`src/hw/rtl/bss_pkg.sv`:
```
`timescale 1ns / 1ps

package bss_pkg;

	localparam int OP_W     = 2;
	localparam int WORD_W   = 32;
	localparam int STATUS_W = 3;
	localparam int POS_W    = 7;
	localparam int CAP_W    = 7;

	localparam logic [CAP_W-1:0] CAP_RESET = 7'd64;

	typedef enum logic [OP_W-1:0] {
		OP_PUSH   = 2'd0,
		OP_POP    = 2'd1,
		OP_SEARCH = 2'd2,
		OP_DUMP   = 2'd3
	} opcode_t;

	typedef enum logic [STATUS_W-1:0] {
		ST_PUSHED   = 3'd0,
		ST_FULL     = 3'd1,
		ST_EMPTY    = 3'd2,
		ST_POPPED   = 3'd3,
		ST_FOUND    = 3'd4,
		ST_NOTFOUND = 3'd5
	} status_t;

	typedef enum logic [4:0] {
		S_IDLE = 5'b00001,
		S_POP  = 5'b00010,
		S_RD   = 5'b00100,
		S_EV   = 5'b01000,
		S_FIN  = 5'b10000
	} fsm_t;

endpackage

```
`src/hw/rtl/bss_cmd_if.sv`:
```
`timescale 1ns / 1ps

interface bss_cmd_if;
	logic                                valid;
	logic                                ready;
	logic        [bss_pkg::OP_W-1:0]     opcode;
	logic signed [bss_pkg::WORD_W-1:0]   push_value;
	logic signed [bss_pkg::WORD_W-1:0]   search_key;

	modport source (output valid, output opcode, output push_value, output search_key,
		input ready);
	modport sink (input valid, input opcode, input push_value, input search_key,
		output ready);
endinterface

```
`src/hw/rtl/bss_res_if.sv`:
```
`timescale 1ns / 1ps

interface bss_res_if;
	logic                                valid;
	logic                                ready;
	logic        [bss_pkg::STATUS_W-1:0] status;
	logic signed [bss_pkg::WORD_W-1:0]   data;
	logic        [bss_pkg::POS_W-1:0]    position;
	logic                                occupied;
	logic                                last;

	modport source (output valid, output status, output data, output position,
		output occupied, output last, input ready);
	modport sink (input valid, input status, input data, input position,
		input occupied, input last, output ready);
endinterface

```
`src/hw/rtl/bounded_stack_with_search_unit.sv`:
```
`timescale 1ns / 1ps

// Bounded LIFO stack of signed 32-bit words in a single-port-read, single-port-write
// synchronous memory of DEPTH entries. Push, a full push, and pop or search on an empty
// stack may follow each other every cycle while the result register is free. A pop
// that returns a word reads the top slot on acceptance and sends it from S_POP. Search
// and dump walk the memory through its one read port, each slot read in S_RD and
// compared in S_EV, over count slots for search and the effective capacity for dump;
// search closes in S_FIN. Input is held off during the walk and while the result
// register is full and not being taken. Results leave through a result register, so
// the next word is taken in the same cycle as a waiting result. Capacity is clamped
// to 1..DEPTH and must be written by the user only while idle; the block does not
// enforce it. The memory needs no clearing after reset: only live slots are returned.

module bounded_stack_with_search_unit #(
	parameter int DEPTH = 64
) (
	input  logic                          clk,
	input  logic                          arst_n,
	bss_cmd_if.sink                       cmd,
	bss_res_if.source                     res,
	input  logic                          cfg_we,
	input  logic [bss_pkg::CAP_W-1:0]     cfg_wdata
);

	localparam int AW = (DEPTH > 1) ? $clog2(DEPTH) : 1;
	localparam int CW = $clog2(DEPTH + 1);
	localparam int PW = bss_pkg::POS_W;
	localparam int WW = bss_pkg::WORD_W;

	logic [WW-1:0] mem [DEPTH];
	logic [WW-1:0] rd_q;
	logic [AW-1:0] rd_addr;
	logic          mem_we;

	bss_pkg::fsm_t state_q, state_d;
	logic [CW-1:0] count_q, count_d;
	logic [CW-1:0] idx_q, idx_d;
	logic [CW-1:0] bound_q, bound_d;
	logic          dump_q, dump_d;
	logic          pend_q, pend_d;
	logic [PW-1:0] pend_pos_q, pend_pos_d;
	logic [WW-1:0] key_q, key_d;
	logic [bss_pkg::CAP_W-1:0] cap_q;
	logic [CW-1:0] cap_eff;

	logic              res_valid_q;
	bss_pkg::status_t  res_status_q;
	logic [WW-1:0]     res_data_q;
	logic [PW-1:0]     res_pos_q;
	logic              res_occ_q;
	logic              res_last_q;

	logic              out_free;
	logic              out_load;
	bss_pkg::status_t  out_status;
	logic [WW-1:0]     out_data;
	logic [PW-1:0]     out_pos;
	logic              out_occ;
	logic              out_last;

	logic              cmd_fire;
	logic              last_idx;
	logic              live;
	logic              match;
	logic [PW-1:0]     idx_pos;

	always_comb begin
		if (cap_q == '0) begin
			cap_eff = CW'(1);
		end else if (cap_q > bss_pkg::CAP_W'(DEPTH)) begin
			cap_eff = CW'(DEPTH);
		end else begin
			cap_eff = CW'(cap_q);
		end
	end

	assign out_free  = !res_valid_q || res.ready;
	assign cmd.ready = (state_q == bss_pkg::S_IDLE) && out_free;
	assign cmd_fire  = cmd.valid && cmd.ready;

	assign last_idx = (idx_q + CW'(1)) == bound_q;
	assign live     = idx_q < count_q;
	assign match    = rd_q == key_q;
	assign idx_pos  = PW'(idx_q) + PW'(1);

	always_comb begin
		unique case (state_q)
			bss_pkg::S_IDLE: rd_addr = AW'(count_q - CW'(1));
			bss_pkg::S_POP:  rd_addr = count_q[AW-1:0];
			default:         rd_addr = idx_q[AW-1:0];
		endcase
	end

	always_comb begin
		state_d    = state_q;
		count_d    = count_q;
		idx_d      = idx_q;
		bound_d    = bound_q;
		dump_d     = dump_q;
		pend_d     = pend_q;
		pend_pos_d = pend_pos_q;
		key_d      = key_q;
		mem_we     = 1'b0;
		out_load   = 1'b0;
		out_status = bss_pkg::ST_PUSHED;
		out_data   = '0;
		out_pos    = '0;
		out_occ    = 1'b0;
		out_last   = 1'b1;
		unique case (state_q)
			bss_pkg::S_IDLE: begin
				if (cmd_fire) begin
					unique case (bss_pkg::opcode_t'(cmd.opcode))
						bss_pkg::OP_PUSH: begin
							out_load = 1'b1;
							if (count_q >= cap_eff) begin
								out_status = bss_pkg::ST_FULL;
							end else begin
								mem_we     = 1'b1;
								count_d    = count_q + CW'(1);
								out_status = bss_pkg::ST_PUSHED;
							end
						end
						bss_pkg::OP_POP: begin
							if (count_q == '0) begin
								out_load   = 1'b1;
								out_status = bss_pkg::ST_EMPTY;
							end else begin
								count_d = count_q - CW'(1);
								state_d = bss_pkg::S_POP;
							end
						end
						bss_pkg::OP_SEARCH: begin
							if (count_q == '0) begin
								out_load   = 1'b1;
								out_status = bss_pkg::ST_EMPTY;
							end else begin
								key_d   = cmd.search_key;
								idx_d   = '0;
								bound_d = count_q;
								dump_d  = 1'b0;
								pend_d  = 1'b0;
								state_d = bss_pkg::S_RD;
							end
						end
						bss_pkg::OP_DUMP: begin
							idx_d   = '0;
							bound_d = cap_eff;
							dump_d  = 1'b1;
							pend_d  = 1'b0;
							state_d = bss_pkg::S_RD;
						end
					endcase
				end
			end
			bss_pkg::S_POP: begin
				if (out_free) begin
					out_load   = 1'b1;
					out_status = bss_pkg::ST_POPPED;
					out_data   = rd_q;
					state_d    = bss_pkg::S_IDLE;
				end
			end
			bss_pkg::S_RD: begin
				state_d = bss_pkg::S_EV;
			end
			bss_pkg::S_EV: begin
				if (dump_q) begin
					if (out_free) begin
						out_load   = 1'b1;
						out_status = bss_pkg::ST_FOUND;
						out_data   = live ? rd_q : '0;
						out_pos    = idx_pos;
						out_occ    = live;
						out_last   = last_idx;
						if (last_idx) begin
							state_d = bss_pkg::S_IDLE;
						end else begin
							idx_d   = idx_q + CW'(1);
							state_d = bss_pkg::S_RD;
						end
					end
				end else if (!(match && pend_q) || out_free) begin
					// an earlier match goes out once a later one shows up; the last match goes out from S_FIN
					if (match && pend_q) begin
						out_load   = 1'b1;
						out_status = bss_pkg::ST_FOUND;
						out_pos    = pend_pos_q;
						out_last   = 1'b0;
					end
					if (match) begin
						pend_d     = 1'b1;
						pend_pos_d = idx_pos;
					end
					if (last_idx) begin
						state_d = bss_pkg::S_FIN;
					end else begin
						idx_d   = idx_q + CW'(1);
						state_d = bss_pkg::S_RD;
					end
				end
			end
			bss_pkg::S_FIN: begin
				if (out_free) begin
					out_load   = 1'b1;
					out_status = pend_q ? bss_pkg::ST_FOUND : bss_pkg::ST_NOTFOUND;
					out_pos    = pend_q ? pend_pos_q : '0;
					state_d    = bss_pkg::S_IDLE;
				end
			end
			default: begin
				state_d = bss_pkg::S_IDLE;
			end
		endcase
	end

	always_ff @(posedge clk) begin
		if (mem_we) begin
			mem[count_q[AW-1:0]] <= cmd.push_value;
		end
		rd_q <= mem[rd_addr];
	end

	always_ff @(posedge clk or negedge arst_n) begin
		if (!arst_n) begin
			state_q     <= bss_pkg::S_IDLE;
			count_q     <= '0;
			cap_q       <= bss_pkg::CAP_RESET;
			pend_q      <= 1'b0;
			res_valid_q <= 1'b0;
		end else begin
			state_q <= state_d;
			count_q <= count_d;
			pend_q  <= pend_d;
			if (cfg_we) begin
				cap_q <= cfg_wdata;
			end
			if (out_load) begin
				res_valid_q <= 1'b1;
			end else if (res.ready) begin
				res_valid_q <= 1'b0;
			end
		end
	end

	always_ff @(posedge clk) begin
		idx_q      <= idx_d;
		bound_q    <= bound_d;
		dump_q     <= dump_d;
		pend_pos_q <= pend_pos_d;
		key_q      <= key_d;
		if (out_load) begin
			res_status_q <= out_status;
			res_data_q   <= out_data;
			res_pos_q    <= out_pos;
			res_occ_q    <= out_occ;
			res_last_q   <= out_last;
		end
	end

	assign res.valid    = res_valid_q;
	assign res.status   = res_status_q;
	assign res.data     = res_data_q;
	assign res.position = res_pos_q;
	assign res.occupied = res_occ_q;
	assign res.last     = res_last_q;

endmodule

```
`src/flat_wrapper.sv`:
```
// flat-port wrapper written by rule: the top's interface ports become plain ports
module bounded_stack_with_search_unit_flat 
#(
	parameter int DEPTH = 64
)
  (clk, arst_n, cfg_we, cfg_wdata, cmd_valid, cmd_opcode, cmd_push_value, cmd_search_key, cmd_ready, res_valid, res_status, res_data, res_position, res_occupied, res_last, res_ready);
  bss_cmd_if cmd_i ();
  bss_res_if res_i ();
  input  logic clk;
  input  logic arst_n;
  input  logic cfg_we;
  input  logic [bss_pkg::CAP_W-1:0] cfg_wdata;
  input wire logic [$bits(cmd_i.valid)-1:0] cmd_valid;
  input wire logic [$bits(cmd_i.opcode)-1:0] cmd_opcode;
  input wire logic [$bits(cmd_i.push_value)-1:0] cmd_push_value;
  input wire logic [$bits(cmd_i.search_key)-1:0] cmd_search_key;
  output wire logic [$bits(cmd_i.ready)-1:0] cmd_ready;
  output wire logic [$bits(res_i.valid)-1:0] res_valid;
  output wire logic [$bits(res_i.status)-1:0] res_status;
  output wire logic [$bits(res_i.data)-1:0] res_data;
  output wire logic [$bits(res_i.position)-1:0] res_position;
  output wire logic [$bits(res_i.occupied)-1:0] res_occupied;
  output wire logic [$bits(res_i.last)-1:0] res_last;
  input wire logic [$bits(res_i.ready)-1:0] res_ready;
  assign cmd_i.valid = cmd_valid;
  assign cmd_i.opcode = cmd_opcode;
  assign cmd_i.push_value = cmd_push_value;
  assign cmd_i.search_key = cmd_search_key;
  assign cmd_ready = cmd_i.ready;
  assign res_valid = res_i.valid;
  assign res_status = res_i.status;
  assign res_data = res_i.data;
  assign res_position = res_i.position;
  assign res_occupied = res_i.occupied;
  assign res_last = res_i.last;
  assign res_i.ready = res_ready;
  bounded_stack_with_search_unit #(.DEPTH(DEPTH)) u_core (.clk(clk), .arst_n(arst_n), .cmd(cmd_i), .res(res_i), .cfg_we(cfg_we), .cfg_wdata(cfg_wdata));
endmodule
```
`config.mk`:
```
export PLATFORM = sky130hd
export DESIGN_NAME = bounded_stack_with_search_unit_flat
export DESIGN_NICKNAME = d
export VERILOG_FILES = /design/src/hw/rtl/bss_pkg.sv /design/src/hw/rtl/bss_cmd_if.sv /design/src/hw/rtl/bss_res_if.sv /design/src/hw/rtl/bounded_stack_with_search_unit.sv /design/src/flat_wrapper.sv
export SDC_FILE = /design/constraint.sdc
export NUM_CORES = 2
export LEC_CHECK = 0
export BUFFER_PORTS_ARGS = -buffer_cell sky130_fd_sc_hd__buf_2
export CAP_MARGIN = 5
export CORE_ASPECT_RATIO = 0.7
export CORE_MARGIN = 2
export CORE_UTILIZATION = 25
export CTS_CLUSTER_DIAMETER = 150
export DETAILED_ROUTE_END_ITERATION = 10
export GPL_TIMING_DRIVEN = 0
export SETUP_SLACK_MARGIN = 0.05
export SLEW_MARGIN = 15
export SYNTH_ARGS = -nofsm -noshare
export SYNTH_HDL_FRONTEND = slang
export SYNTH_SLANG_ARGS = --single-unit
export TNS_END_PERCENT = 100
```
`constraint.sdc`:
```
create_clock -name clk -period 9.95 [get_ports clk]
set_clock_uncertainty 0.05 [all_clocks]
set_input_delay 0.995 -clock clk [delete_from_list [all_inputs] [get_ports clk]]
set_output_delay 0.995 -clock clk [all_outputs]
set_load 0.1 [all_outputs]
```
==> results.cfg <==
[sta]
rsz0062_at_grt = false
hold_viol = 0
finalWorstSetupSlack_ns = 3.47
setup_viol = 0
whs_ns = 0.115
max_freq_ghz = 0.154
period_share_pct = 65.1
min_period_ns = 6.48
max-slew-margin-rel_pct = 6.64
worst_pin_slew_ns = 1.40
maxSlewViolCount = 0

[place]
postPlaceCellArea_sq_mm = 0.0975
hpwlAfterDp_um = 236000
port_buffers = 122
pre_cts_slack_ns = 3.82
gp_congestion = 0.976

[job]
cap_violations = 0

[clock_tree]
cts_tree = built
path_clk_slew_ns = 0.06
ctsResizeCount = 0
cts_htree_levels = 4
clk_latency_ns = 0.90
cts_post_setup_buffers_inserted = 0
cts_buffer_depth = 4
clkSinkCount = 2199
cts_buffers = 201
ctsHoldBuffers = 0
root_buffer = clkbuf_16

[global_routing]
antenna_found_initial = 36
grt_use_total_pct = 18.0
grt_first_pass_wirelength_um = 451000
grt_overflow = 0
grt_max_degree = 65
first_global_vias = 56600

[yosys]
synth_common_cells = 2220 x nand2_1, 2146 x edfxtp_1, 1306 x nand3_1
synth_edf_count = 2146
synth_flop_cell = edfxtp_1
synthDistinctLibCells = 77
yosys.area.top_type = edfxtp_1
syn_inst = 6962
synth_seq_area_share_pct = 74.8
syn-num-nets = 7060
avgSynthCellArea_sq_um = 12.6
synth-async-reset-ratio_pct = 0.955
ys_top_cells_by_area = edfxtp_1 73%, nand2_1 9.5%, nand3_1 7.5%
synth_top_area_share_pct = 73.5
yosys_warnings = 0
synth-seq-cells = 2199
synth.most_common_cell = nand2_1
synth_area_sq_mm = 0.0877

[routing]
wl_per_cell_um = 27.3
detailedRoute.firstIterationViolations = 12200
vias_per_cell = 5.09
vias = 62400
drtPass1Iterations = 8
antenna_left = 0
drc = 0
drt_wl_total_um = 334000

[worst_setup_path]
cp-start-kind = register
cp_max_fo = 10
crit_path_max_incr_delay_ns = 0.98
critPathMostFrequentCell = buf_2
cp.arrival_ns = 7.01
path_cells = clkbuf_1 > inv_1 > ha_1 > a311oi_1 > buf_2 > buf_6 > buf_2 > buf_2 > mux2i_1 > mux2i_1 > a32oi_1 > a31oi_1 > o21ai_0 > nand3_1
path_buf_inv = 6
crit_slowest_cell = o21ai_0
reg2reg_slack_ns = 3.47
cp_data_required_time_ns = 10.48
crit_family = buffers and inverters
crit_type = register to register
end_kind = register

[floorplan]
io_pins = 124
placementRows = 181
start_util_pct = 25.2
die_w_um = 712
dieHeight_um = 500
coreArea_sq_mm = 0.348
dieArea_sq_mm = 0.356

[layout]
syn_to_final_growth_pct = 18.6
nNetsFinal = 7521
drive_gt1_share_pct = 12.5
fin_area_sq_mm = 0.104

[min_path]
hold_path_class = input port to asynchronous set/reset pin

[status]
status = completed
flip-flops by register name, indices dropped and copies added, names as in the netlist, 3 cells and up:
register	count
u_core.count_q	7
u_core.state_q	5
u_core.key_q	32
u_core.res.data	32
u_core.bound_q	7
u_core.res.status	3
u_core.mem	2048
u_core.cap_q	7
u_core.pend_pos_q	7
u_core.rd_q	32
u_core.idx_q	7
u_core.res.position	7
cells by family after synthesis:
| family | share of synthesized area [%] |
|---|---|
| AND/OR/NAND/NOR | 18.9 |
| AO/OA/AOI/OAI | 2.57 |
| multiplexers | 0.354 |
| buffers and inverters | 2.47 |
| XOR/XNOR | 0.599 |
| adder cells (fa/ha/maj) | 0.285 |
| flip-flops | 74.8 |
final timing paths:
check,start,endpoint,depth (start not counted)
hold / removal,arst_n,u_core.cap_q[3],1
setup / recovery,u_core.count_q[1],u_core.rd_q[25],14
min in group clk,cmd_search_key[2],u_core.key_q[2],1
hold reg to reg,u_core.cap_q[0],u_core.cap_q[0],1
max in group asynchronous,arst_n,u_core.state_q[1],1
setup reg to reg,u_core.count_q[1],u_core.rd_q[25],14
cells in the final DEF (no fill, tap or decap), drive strengths merged, types with 59 or more instances in the layout:
cell    count
o21ai     122
nand3    1306
buf       600
a21oi      91
clkbuf    328
nor2      114
a31oi      64
clkinv     74
edfxtp   2146
nand2    2222
and3       59
through the flow:
step,TNS [ns],std cells,utilization (%)
floorplan,0,6962,-
global placement,-169.31,11800,27.0
detailed placement,0,11900,28.0
CTS,0,12200,29.9
global route,0,12200,29.9
finish,0,12200,29.9
layer usage:
layer / up-vias / share of wire (%) / global-route usage (%)
met3: 509 / 16 / 7.45
met5: - / 0.045 / 0
li1: 26000 / - / -
met2: 4492 / 39 / 24.2
met1: 31400 / 41 / 26.0
met4: 22 / 3.2 / 5.13
layout make-up:
class	count	area [sq um]
antenna	7	17.5
buffer	434	2120
clock buffer	236	5180
clock inverter	114	1310
fill	34900	244000
inverter	14	52.6
multi-input combinational	4315	20500
sequential	2199	65600
tap	4666	5840
timing repair buffer	258	3460
Power is left out: the tool's default activity adds up to more than one toggle a clock period on the data nets, which glitch-free logic cannot reach.
